[src/hdl/telemetry_command_frame_receiver_assert.svh]
// Assertion macros for the command frame receiver module.
`ifndef TELEMETRY_COMMAND_FRAME_RECEIVER_ASSERT_SVH
`define TELEMETRY_COMMAND_FRAME_RECEIVER_ASSERT_SVH

// The consequent must hold in the same cycle as the antecedent.
`define TCFR_ASSERT_IMP(lbl, clk, rst_n, ante, cons) \
    lbl: assert property (@(posedge clk) disable iff (!(rst_n)) (ante) |-> (cons)) \
        else $error("tcfr assertion failed");

// The consequent must hold in the cycle after the antecedent.
`define TCFR_ASSERT_NXT(lbl, clk, rst_n, ante, cons) \
    lbl: assert property (@(posedge clk) disable iff (!(rst_n)) (ante) |=> (cons)) \
        else $error("tcfr assertion failed");

`endif

[src/hdl/tcfr_pkg.sv]
// Types and constants of the command frame receiver.
package tcfr_pkg;

    localparam logic [7:0] HDR_FIRST   = 8'hAA;
    localparam logic [7:0] HDR_SECOND  = 8'hAF;
    localparam logic [7:0] FUNC_LIMIT  = 8'hF1;
    localparam logic [7:0] ACK_TAG     = 8'hEF;
    localparam logic [7:0] ACK_LEN     = 8'h02;

    localparam logic [7:0] FN_CAL      = 8'h01;
    localparam logic [7:0] FN_READ     = 8'h02;
    localparam logic [7:0] FN_GAINS    = 8'h10;
    localparam logic [7:0] FN_SAVE_B   = 8'h11;
    localparam logic [7:0] FN_SAVE_C   = 8'h13;
    localparam logic [7:0] FN_GROUP_HI = 8'h15;

    localparam logic [7:0] ARG_ACC     = 8'h01;
    localparam logic [7:0] ARG_GYRO    = 8'h02;
    localparam logic [7:0] ARG_MAG     = 8'h04;
    localparam logic [7:0] ARG_BARO    = 8'h05;
    localparam logic [7:0] ARG_PID     = 8'h01;
    localparam logic [7:0] ARG_VERSION = 8'hA0;

    localparam logic [3:0] EV_NONE     = 4'd0;
    localparam logic [3:0] EV_ACC_CAL  = 4'd1;
    localparam logic [3:0] EV_GYRO_CAL = 4'd2;
    localparam logic [3:0] EV_MAG_CAL  = 4'd3;
    localparam logic [3:0] EV_BARO_CAL = 4'd4;
    localparam logic [3:0] EV_PID_READ = 4'd5;
    localparam logic [3:0] EV_VERSION  = 4'd6;
    localparam logic [3:0] EV_GAINS    = 4'd7;
    localparam logic [3:0] EV_GROUP    = 4'd8;

    localparam logic KIND_EVENT = 1'b0;
    localparam logic KIND_ACK   = 1'b1;

    localparam int HEAD_DEPTH = 6;
    localparam int ACK_BEATS  = 7;
    localparam int BEAT_W     = $clog2(ACK_BEATS + 1);
    localparam int QUEUE_DEPTH = 2;
    localparam int QPTR_W      = $clog2(QUEUE_DEPTH);
    localparam int QCNT_W      = $clog2(QUEUE_DEPTH + 1);

    localparam int AckSumInt = 2 * 8'hAA + 8'hEF + 8'h02;
    localparam logic [7:0] ACK_SUM_BASE = AckSumInt[7:0];

    typedef struct packed {
        logic [7:0]  func;
        logic [3:0]  event_code;
        logic        save;
        logic        ack;
        logic [15:0] gain_p;
        logic [15:0] gain_i;
        logic [15:0] gain_d;
        logic [7:0]  sum;
    } t_frame_rec;

    typedef struct packed {
        logic       valid;
        t_frame_rec rec;
    } t_frame_push;

endpackage

[src/hdl/tcfr_parser.sv]
// Byte-by-byte frame parser that hands a decoded record out on each good frame.
module tcfr_parser
    import tcfr_pkg::*;
#(
    parameter int LENGTH_LIMIT = 50
) (
    input  logic        i_clk,
    input  logic        i_rst_n,
    input  logic        i_accept,
    input  logic [7:0]  i_rx_byte,
    output t_frame_push o_push
);

    localparam logic [2:0] PH_HUNT = 3'd0;
    localparam logic [2:0] PH_HDR2 = 3'd1;
    localparam logic [2:0] PH_FUNC = 3'd2;
    localparam logic [2:0] PH_LEN  = 3'd3;
    localparam logic [2:0] PH_DATA = 3'd4;
    localparam logic [2:0] PH_SUM  = 3'd5;

    logic [2:0] r_phase, n_phase;
    logic [5:0] r_rem, n_rem;
    logic [5:0] r_cnt, n_cnt;
    logic [7:0] r_sum, n_sum;
    logic [7:0] r_func, n_func;
    logic [7:0] r_head [HEAD_DEPTH];
    logic [7:0] n_head [HEAD_DEPTH];
    logic       sum_ok;
    t_frame_rec rec;

    always_comb begin
        n_phase = r_phase;
        n_rem   = r_rem;
        n_cnt   = r_cnt;
        n_sum   = r_sum;
        n_func  = r_func;
        n_head  = r_head;
        sum_ok  = 1'b0;
        if (i_accept) begin
            unique case (r_phase)
                PH_HUNT: begin
                    if (i_rx_byte == HDR_FIRST) begin
                        n_phase = PH_HDR2;
                        n_sum   = i_rx_byte;
                    end
                end
                PH_HDR2: begin
                    if (i_rx_byte == HDR_SECOND) begin
                        n_phase = PH_FUNC;
                        n_sum   = r_sum + i_rx_byte;
                    end else begin
                        n_phase = PH_HUNT;
                    end
                end
                PH_FUNC: begin
                    if (i_rx_byte < FUNC_LIMIT) begin
                        n_phase = PH_LEN;
                        n_func  = i_rx_byte;
                        n_sum   = r_sum + i_rx_byte;
                    end else begin
                        n_phase = PH_HUNT;
                    end
                end
                PH_LEN: begin
                    if ({1'b0, i_rx_byte} < 9'(LENGTH_LIMIT)) begin
                        n_phase = PH_DATA;
                        n_rem   = i_rx_byte[5:0];
                        n_cnt   = '0;
                        n_sum   = r_sum + i_rx_byte;
                    end else begin
                        n_phase = PH_HUNT;
                    end
                end
                PH_DATA: begin
                    if (r_rem != '0) begin
                        n_rem = r_rem - 6'd1;
                        for (int i = 0; i < HEAD_DEPTH; i++) begin
                            if (r_cnt == 6'(i)) begin
                                n_head[i] = i_rx_byte;
                            end
                        end
                        n_cnt = r_cnt + 6'd1;
                        n_sum = r_sum + i_rx_byte;
                        if (r_rem == 6'd1) begin
                            n_phase = PH_SUM;
                        end
                    end else begin
                        n_phase = PH_HUNT;
                    end
                end
                PH_SUM: begin
                    n_phase = PH_HUNT;
                    sum_ok  = (r_sum == i_rx_byte);
                end
                default: begin
                    n_phase = PH_HUNT;
                end
            endcase
        end
    end

    always_comb begin
        rec            = '0;
        rec.func       = r_func;
        rec.sum        = r_sum;
        rec.event_code = EV_NONE;
        if (r_func == FN_CAL) begin
            case (r_head[0])
                ARG_ACC:  rec.event_code = EV_ACC_CAL;
                ARG_GYRO: rec.event_code = EV_GYRO_CAL;
                ARG_MAG:  rec.event_code = EV_MAG_CAL;
                ARG_BARO: rec.event_code = EV_BARO_CAL;
                default:  rec.event_code = EV_NONE;
            endcase
        end else if (r_func == FN_READ) begin
            case (r_head[0])
                ARG_PID:     rec.event_code = EV_PID_READ;
                ARG_VERSION: rec.event_code = EV_VERSION;
                default:     rec.event_code = EV_NONE;
            endcase
        end else if (r_func == FN_GAINS) begin
            rec.event_code = EV_GAINS;
            rec.save       = 1'b1;
            rec.ack        = 1'b1;
            rec.gain_p     = {r_head[0], r_head[1]};
            rec.gain_i     = {r_head[2], r_head[3]};
            rec.gain_d     = {r_head[4], r_head[5]};
        end else if (r_func >= FN_SAVE_B && r_func <= FN_GROUP_HI) begin
            rec.event_code = EV_GROUP;
            rec.ack        = 1'b1;
            rec.save       = (r_func == FN_SAVE_B) || (r_func == FN_SAVE_C);
        end
    end

    assign o_push.valid = sum_ok;
    assign o_push.rec   = rec;

    always_ff @(posedge i_clk) begin
        if (!i_rst_n) begin
            r_phase <= PH_HUNT;
            r_rem   <= '0;
            r_cnt   <= '0;
            r_sum   <= '0;
            r_func  <= '0;
            for (int i = 0; i < HEAD_DEPTH; i++) begin
                r_head[i] <= '0;
            end
        end else begin
            r_phase <= n_phase;
            r_rem   <= n_rem;
            r_cnt   <= n_cnt;
            r_sum   <= n_sum;
            r_func  <= n_func;
            r_head  <= n_head;
        end
    end

endmodule

[src/hdl/telemetry_command_frame_receiver.sv]
// Command frame receiver: parses received serial bytes into frame events and acknowledges.
//
// Input channel: one received byte per request on i_rx_byte, handshake i_in_valid and
// o_in_ready. The parser takes a byte in the cycle it is offered whenever the two-entry
// frame queue has room, so bytes stream in at one per cycle.
// Output channel: results on the o_* field ports, handshake o_out_valid and i_out_ready.
// A byte that closes a frame with a matching checksum yields one event result, and for
// functions 0x10 to 0x15 seven acknowledge byte results follow it; o_last_of_run marks
// the final result of each run. Other bytes yield nothing.
// Ordering: the record of a frame is written into the frame queue when its checksum byte
// is taken, and its first result is loaded from there into the output register. Results
// leave at one per cycle while i_out_ready is high; an acknowledged frame yields eight.
// Stall: while i_out_ready is low the output register holds its result; frames keep
// parsing into the queue and o_in_ready falls only when the queue holds two frames.
// Reset: synchronous, active low; the parser returns to header hunting, the stored
// payload head bytes and running sum clear, and the queue and output empty.
module telemetry_command_frame_receiver
    import tcfr_pkg::*;
#(
    parameter int LENGTH_LIMIT = 50
) (
    input  logic        i_clk,
    input  logic        i_rst_n,
    input  logic        i_in_valid,
    output logic        o_in_ready,
    input  logic [7:0]  i_rx_byte,
    output logic        o_out_valid,
    input  logic        i_out_ready,
    output logic        o_item_kind,
    output logic [3:0]  o_event_code,
    output logic [7:0]  o_function_code,
    output logic        o_save_request,
    output logic [15:0] o_gain_p_raw,
    output logic [15:0] o_gain_i_raw,
    output logic [15:0] o_gain_d_raw,
    output logic [7:0]  o_ack_byte,
    output logic        o_last_of_run
);

`include "telemetry_command_frame_receiver_assert.svh"

    t_frame_push           push;
    logic                  in_accept;
    t_frame_rec            r_queue [QUEUE_DEPTH];
    logic [QPTR_W-1:0]     r_wr_ptr;
    logic [QPTR_W-1:0]     r_rd_ptr;
    logic [QCNT_W-1:0]     r_count;
    logic [BEAT_W-1:0]     r_beat;
    t_frame_rec            head;
    logic                  load;
    logic                  pop;
    logic                  beat_last;
    logic                  r_out_valid;
    logic                  r_kind, n_kind;
    logic [3:0]            r_event, n_event;
    logic [7:0]            r_func, n_func;
    logic                  r_save, n_save;
    logic [15:0]           r_gp, n_gp;
    logic [15:0]           r_gi, n_gi;
    logic [15:0]           r_gd, n_gd;
    logic [7:0]            r_ack, n_ack;
    logic                  r_last;

    assign o_in_ready = (r_count < QCNT_W'(QUEUE_DEPTH));
    assign in_accept  = i_in_valid && o_in_ready;

    tcfr_parser #(
        .LENGTH_LIMIT(LENGTH_LIMIT)
    ) u_parser (
        .i_clk    (i_clk),
        .i_rst_n  (i_rst_n),
        .i_accept (in_accept),
        .i_rx_byte(i_rx_byte),
        .o_push   (push)
    );

    assign head      = r_queue[r_rd_ptr];
    assign load      = (r_count != '0) && (!r_out_valid || i_out_ready);
    assign beat_last = (r_beat == '0) ? !head.ack : (r_beat == BEAT_W'(ACK_BEATS));
    assign pop       = load && beat_last;

    always_comb begin
        n_kind  = KIND_ACK;
        n_event = EV_NONE;
        n_func  = '0;
        n_save  = 1'b0;
        n_gp    = '0;
        n_gi    = '0;
        n_gd    = '0;
        n_ack   = '0;
        case (r_beat) inside
            3'd0: begin
                n_kind  = KIND_EVENT;
                n_event = head.event_code;
                n_func  = head.func;
                n_save  = head.save;
                n_gp    = head.gain_p;
                n_gi    = head.gain_i;
                n_gd    = head.gain_d;
            end
            3'd1, 3'd2: n_ack = HDR_FIRST;
            3'd3:       n_ack = ACK_TAG;
            3'd4:       n_ack = ACK_LEN;
            3'd5:       n_ack = head.func;
            3'd6:       n_ack = head.sum;
            default:    n_ack = ACK_SUM_BASE + head.func + head.sum;
        endcase
    end

    always_ff @(posedge i_clk) begin
        if (push.valid) begin
            r_queue[r_wr_ptr] <= push.rec;
        end
    end

    always_ff @(posedge i_clk) begin
        if (!i_rst_n) begin
            r_wr_ptr <= '0;
            r_rd_ptr <= '0;
            r_count  <= '0;
            r_beat   <= '0;
        end else begin
            if (push.valid) begin
                r_wr_ptr <= r_wr_ptr + QPTR_W'(1);
            end
            if (pop) begin
                r_rd_ptr <= r_rd_ptr + QPTR_W'(1);
            end
            if (push.valid && !pop) begin
                r_count <= r_count + QCNT_W'(1);
            end else if (pop && !push.valid) begin
                r_count <= r_count - QCNT_W'(1);
            end
            if (load) begin
                r_beat <= beat_last ? '0 : r_beat + BEAT_W'(1);
            end
        end
    end

    always_ff @(posedge i_clk) begin
        if (!i_rst_n) begin
            r_out_valid <= 1'b0;
        end else if (load) begin
            r_out_valid <= 1'b1;
        end else if (i_out_ready) begin
            r_out_valid <= 1'b0;
        end
    end

    always_ff @(posedge i_clk) begin
        if (load) begin
            r_kind  <= n_kind;
            r_event <= n_event;
            r_func  <= n_func;
            r_save  <= n_save;
            r_gp    <= n_gp;
            r_gi    <= n_gi;
            r_gd    <= n_gd;
            r_ack   <= n_ack;
            r_last  <= beat_last;
        end
    end

    assign o_out_valid     = r_out_valid;
    assign o_item_kind     = r_kind;
    assign o_event_code    = r_event;
    assign o_function_code = r_func;
    assign o_save_request  = r_save;
    assign o_gain_p_raw    = r_gp;
    assign o_gain_i_raw    = r_gi;
    assign o_gain_d_raw    = r_gd;
    assign o_ack_byte      = r_ack;
    assign o_last_of_run   = r_last;

    `TCFR_ASSERT_IMP(a_count_bound, i_clk, i_rst_n, 1'b1, r_count <= QCNT_W'(QUEUE_DEPTH))
    `TCFR_ASSERT_IMP(a_beat_has_frame, i_clk, i_rst_n, r_beat != '0, r_count != '0 && head.ack)
    `TCFR_ASSERT_IMP(a_ack_fields_clear, i_clk, i_rst_n, r_out_valid && r_kind == KIND_ACK,
                     r_event == EV_NONE && r_func == '0)
    `TCFR_ASSERT_NXT(a_push_lands, i_clk, i_rst_n, push.valid && !pop, r_count != '0)

endmodule

[config.mk]
export PLATFORM = sky130hd
export DESIGN_NAME = telemetry_command_frame_receiver
export DESIGN_NICKNAME = d
export VERILOG_FILES = /design/src/hdl/tcfr_pkg.sv /design/src/hdl/tcfr_parser.sv /design/src/hdl/telemetry_command_frame_receiver.sv
export VERILOG_INCLUDE_DIRS = /design/src /design/src/hdl
export SDC_FILE = /design/constraint.sdc
export NUM_CORES = 1
export LEC_CHECK = 0
export BUFFER_PORTS_ARGS = -buffer_cell sky130_fd_sc_hd__buf_2
export CAP_MARGIN = 20
export CORE_AREA = 3 3 158 160
export DETAILED_ROUTE_END_ITERATION = 12
export DIE_AREA = 0 0 161 163
export GPL_TIMING_DRIVEN = 0
export HOLD_SLACK_MARGIN = 0.06
export PLACE_DENSITY = 0.7
export SKIP_CTS_REPAIR_TIMING = 1
export SLEW_MARGIN = 20
export SYNTH_ARGS = -nofsm -noshare
export SYNTH_HDL_FRONTEND = slang
export SYNTH_SLANG_ARGS = --single-unit
[constraint.sdc]
create_clock -name i_clk -period 7.7 [get_ports i_clk]
set_input_delay 0.385 -clock i_clk [delete_from_list [all_inputs] [get_ports i_clk]]
set_output_delay 0.385 -clock i_clk [all_outputs]
set_load 0.03 [all_outputs]
**Yosys cells after proc, flatten, opt, wreduce, memory -nomap -nowiden**

Memory sizes are Yosys's and may differ from the RTL's. A register that Yosys moved wholly into a read port is not among the register bits.
Index checks and enable logic that the tools add are counted.

- Flip-flop bits (word level): 158
- Bits in latches: 0
- Bits in writable memories: 140
- ROM bits: 0
- Output and inout port bits: 73
- Word-level logic and storage cells: 160
- Memories: 1

- Add/subtract/negate cells: 10
- $mul: 0
- Divide/modulo/power cells: 0
- Order comparisons: 5
- Eq/ne operators: 37
- Shift operators: 0
- Muxes and demuxes: 46
- Bitwise operators: 0
- Reduce and logical (&&, ||, !) cells: 34

Memories:

| memory | depth | bits a word | rd ports | clocked after memory_dff | wr ports | RTL line | source |
|---|---|---|---|---|---|---|---|
| r_queue | 2 | 70 | 1 | 1 | 1 | telemetry_command_frame_receiver.sv:44 | `t_frame_rec r_queue [QUEUE_DEPTH];` |

Operators with widths:

| cell | count |
|---|---|
| $mux 50 | 2 |
| $mux 8 | 10 |
| $mux 48 | 1 |
| $pmux 8 s5 | 1 |
| $mux 6 | 6 |
| $reduce_and 4->1 | 7 |
| $eq 8x5->1 const B | 3 |
| $eq 8x8->1 const B | 3 |
| $pmux 6 s2 | 2 |
| $eq 3x3->1 const B | 6 |
| $add 8x8->8 | 2 |
| $eq 8x1->1 const B | 2 |
| $eq 8x2->1 const B | 2 |
| $eq 8x3->1 const B | 2 |
| $mux 3 | 5 |
| $pmux 3 s5 | 1 |
| $eq 3x2->1 const B | 4 |
| $eq 6x1->1 const B | 2 |
| $eq 6x2->1 const B | 2 |
| $eq 6x3->1 const B | 2 |
| $pmux 3 s4 | 1 |
| $mux 1 | 10 |
| $ne 2x1->1 const B | 5 |
| $add 7x8->8 const A | 1 |
| 30 further kinds | 50 |

**Depth between registers and ports, before layout**

- Depth in word-level cells: 7
- Gate-level depth with buffers: 13
- Mapped depth without buffers: 11

**Modules after synthesis**

From an unflattened synthesis, not the netlist that was laid out.

- Cells, all modules: 1036
- Area total of the unflattened synthesis: 12653.4 sq um

By module, submodules not included:

| module | instances | cells an instance | area an instance (sq um) |
|---|---|---|---|
| telemetry_command_frame_receiver | 1 | 492 | 8488.1 |
| tcfr_parser | 1 | 544 | 4165.2 |

**Worst setup path before layout**

Ideal clock, no wire load.

- Path type: input to register
- From: input i_rx_byte[5]
- To: memory r_queue[0][0] (netlist bit), enable pin
- Setup time: 0.500 ns
- Arrival: 4.147 ns
- Required time: 7.200 ns
- Setup slack: 3.053 ns
- Cell stages on the path: 4
- Cell sequence: ha_1 nor4b_1 nand4_1 nor2_1

- Longest elaborated chain between the ends: 5

RTL lines:

| what | RTL line | source |
|---|---|---|
| start, declared | telemetry_command_frame_receiver.sv:26 | `input logic [7:0] i_rx_byte,` |
| $eq 8x8->1 | tcfr_parser.sv:93 | `sum_ok = (r_sum == i_rx_byte);` |
| $mux 1 | tcfr_parser.sv:40 | `unique case (r_phase)` |
| $mux 1 | tcfr_parser.sv:39 | `if (i_accept) begin` |
| $mux 1 | telemetry_command_frame_receiver.sv:111 | `if (push.valid) begin` |
| $mux 1 (implied by the code) | telemetry_command_frame_receiver.sv:112 | `r_queue[r_wr_ptr] <= push.rec;` |
| end, declared | telemetry_command_frame_receiver.sv:44 |  |

Every way passes these cells.

==> impl_metrics.toml <==
[pwr]
pwr-share-seq = 0.514
power.leakage_nw = 5.26
p_clk_frac = 0.459
combPwrFrac = 0.027
vdd_drop_max_mv = 0.128
swShare = 0.200
internal_power_mw = 2.66
power.total_mw = 3.33
switchingPower_mw = 0.667
powerDensity_nw_per_um2 = 222

[yosys]
synth_area_per_cell_um2 = 12.5
ys_async_sr_fraction = 0
syn-instance-count = 1041
synth_area_um2 = 13000
synth_edf_count = 211
synth-seq-area-share = 0.621
ys_seq_elements = 299
ys_types = 77
ys.flop_type = "edfxtp_1"
syn-num-nets = 1088
yosysWarnings = 0

[drt]
dr_wl_met3_mm = 1.43
top_layer = "met4"
drtIter0Drc = 503
wl_met2_mm = 12.0
wl_met1_mm = 11.5
drc = 0
avgRoutedWirePerCell_um = 17.0
routed_wl_mm = 25.5
drtPass1Iterations = 5
vias_per_cell = 5.41
postRouteAntennaNets = 0
vias = 8142

[final_layout]
final_area_um2 = 15000
antenna_cells = 0
syn_to_final_growth_pct = 15.2
fillers = 1827
regArea_um2 = 8100
layout-drive-gt1-share = 0.168
multi_input_area_um2 = 4570
nets = 1208

[die]
die_h_um = 163
io_pins = 85
initial_utilization = 0.554
die_area_um2 = 26200
core_um2 = 23500
die_w_um = 161
rows = 56

[sta]
grt_setup_unrepaired = "false"
tightest_slew_ns = 0.945
setup_viol = 0
period_minus_slack_ns = 3.94
timing.final.ws_setup_ns = 3.76
hold_violations = 0
slew-limit-headroom = 0.370
clock_skew_ns = 0.0113
final.period_utilization = 0.511
fin_setup_tns_ns = 0
max_freq_ghz = 0.254
drv_slew = 0
hold_ws_ns = 0.218

[flow_run]
maxCapViolCount = 0

[global_routing]
grt_pass1_vias = 7939
grt_max_degree = 46
antenna_found_initial = 0
grt.overflow.total = 0
grt_pass1_wl_mm = 40.8
groute.usage.overall = 0.195

[min_path]
hp-start = "i_out_ready"
hp-class = "in -> reg"

[cts]
ctsHtreeMaxLevel = 1
clockBufferDepth = 3
clk_latency_ns = 0.54
clkSinkCount = 299
root_buffer = "clkbuf_16"
cts_tree = "done"
path_clk_slew_ns = 0.06
numCtsBuffers = 30

[critical_path]
crit_type = "reg -> reg"
critPathCaptureType = "flop"
cp_max_fo = 10
crit_required_ns = 8.03
critical_path_arrival_ns = 4.26
startpoint_type = "flop"

[placed_design]
dpl_worst_slack_ns = 3.75
gp_congestion = 0.906
dpl_cell_area_um2 = 14000
dp_hpwl_mm = 17.0
io_buffers = 83

[status]
status = "finished, final reports clean"
## cells in the final DEF (no fill, tap or decap), types with 6 or more instances in the layout
master,Yosys,layout
edfxtp_1,211,211
nor2_1,112,111
mux2i_1,108,108
buf_2,19,102
dfxtp_1,88,88
nand2_1,61,61
and2_1,57,56
nor2b_1,52,52
ha_1,33,33
clkbuf_16,0,31
clkbuf_1,26,28
inv_1,27,26
a21oi_1,23,23
nand3_1,22,22
o21ai_0,18,18
a21boi_0,17,17
nor3_1,14,14
a21boi_1,11,11
xnor2_1,9,9
mux2_2,7,7
xor2_1,7,7
nand4_1,6,6
or3_1,6,6
clkinv_2,0,6
## power groups by stage
stage                     logic, mW  clock network [mW]  registers (mW)
after floorplan              0.0613                   0            1.74
after global placement       0.0865                   0            1.75
after detailed placement     0.0880                   0            1.75
after CTS                    0.0887                1.56            1.71
after global routing         0.0974                1.62            1.71
final                        0.0890                1.53            1.71
## metal layers
metal,vias to the layer above,GRT usage
met5,-,0
met4,0,0.0548
met3,46,0.0242
met2,241,0.329
met1,3888,0.268
li1,3967,-
## cells in the mapped netlist (22+ instances only)
| cell type | count | area share |
|---|---|---|
| edfxtp_1 | 211 | 0.49 |
| nor2_1 | 112 | 0.032 |
| mux2i_1 | 108 | 0.083 |
| dfxtp_1 | 88 | 0.14 |
| nand2_1 | 61 | 0.018 |
| and2_1 | 57 | 0.027 |
| nor2b_1 | 52 | 0.025 |
| ha_1 | 33 | 0.032 |
| inv_1 | 27 | 0.0078 |
| clkbuf_1 | 26 | 0.0075 |
| a21oi_1 | 23 | 0.0088 |
| nand3_1 | 22 | 0.0084 |
## path summary, 6_finish.rpt
check / end / slack [ns] / cells after the start
worst min-delay path: o_out_valid$_SDFFE_PN0P_ / 0.22 / 3
worst max-delay path: o_ack_byte[7]$_SDFFCE_PP0P_ / 3.76 / 12
worst min register to register: u_parser.r_head[19]$_SDFFE_PN0P_ / 0.45 / 2
worst max register to register: o_ack_byte[7]$_SDFFCE_PP0P_ / 3.76 / 12
## cell type report
| type | instances | share of cell area |
|---|---|---|
| Tap cell | 319 | 0.0266 |
| Clock inverter | 21 | 0.0166 |
| Timing Repair Buffer | 88 | 0.0340 |
| Buffer | 55 | 0.0186 |
| Sequential cell | 299 | 0.539 |
| Multi-Input combinational cell | 660 | 0.304 |
| Clock buffer | 35 | 0.0540 |
| Inverter | 27 | 0.00691 |
## kinds of logic (layout without fill, tap and decap cells)
logic type / Yosys count / in the layout / synth area share
simple gates: 375 / 375 / 0.150
flops: 299 / 299 / 0.621
compound gates: 119 / 119 / 0.0653
mux: 115 / 115 / 0.0889
buf+inv: 82 / 226 / 0.0292
fa+ha+maj: 35 / 35 / 0.0347
xor+xnor: 16 / 16 / 0.0107
## sequential cells by signal (all words and copies together) (netlist names), 2 cells and up, named ones only
name              cells
u_parser.r_head      48
u_parser.r_phase      3
u_parser.r_func       8
r_beat                3
o_gain_i_raw         16
o_gain_d_raw         16
o_function_code       8
u_parser.r_rem        6
o_ack_byte            8
u_parser.r_cnt        6
o_event_code          4
u_parser.r_sum        8
r_count               2
r_queue             140
o_gain_p_raw         16
## worst max-delay path, stage by stage, from the launching register on
cell,delay [ns]
dfxtp_1,0.30
buf_2,0.22
buf_2,0.35
buf_2,0.37
mux2i_1,0.44
inv_1,0.10
ha_1,0.31
ha_1,0.33
inv_1,0.06
or4b_2,0.68
o2111ai_1,0.15
a2111oi_0,0.09
a221oi_1,0.31
## metrics by stage
step,utilization,std cells
floorplan,-,1041
global placement,0.589,1443
detailed placement,0.593,1448
CTS,0.638,1504
global route,0.638,1504
finish,0.638,1504
Power figures use the tool's default switching activity.
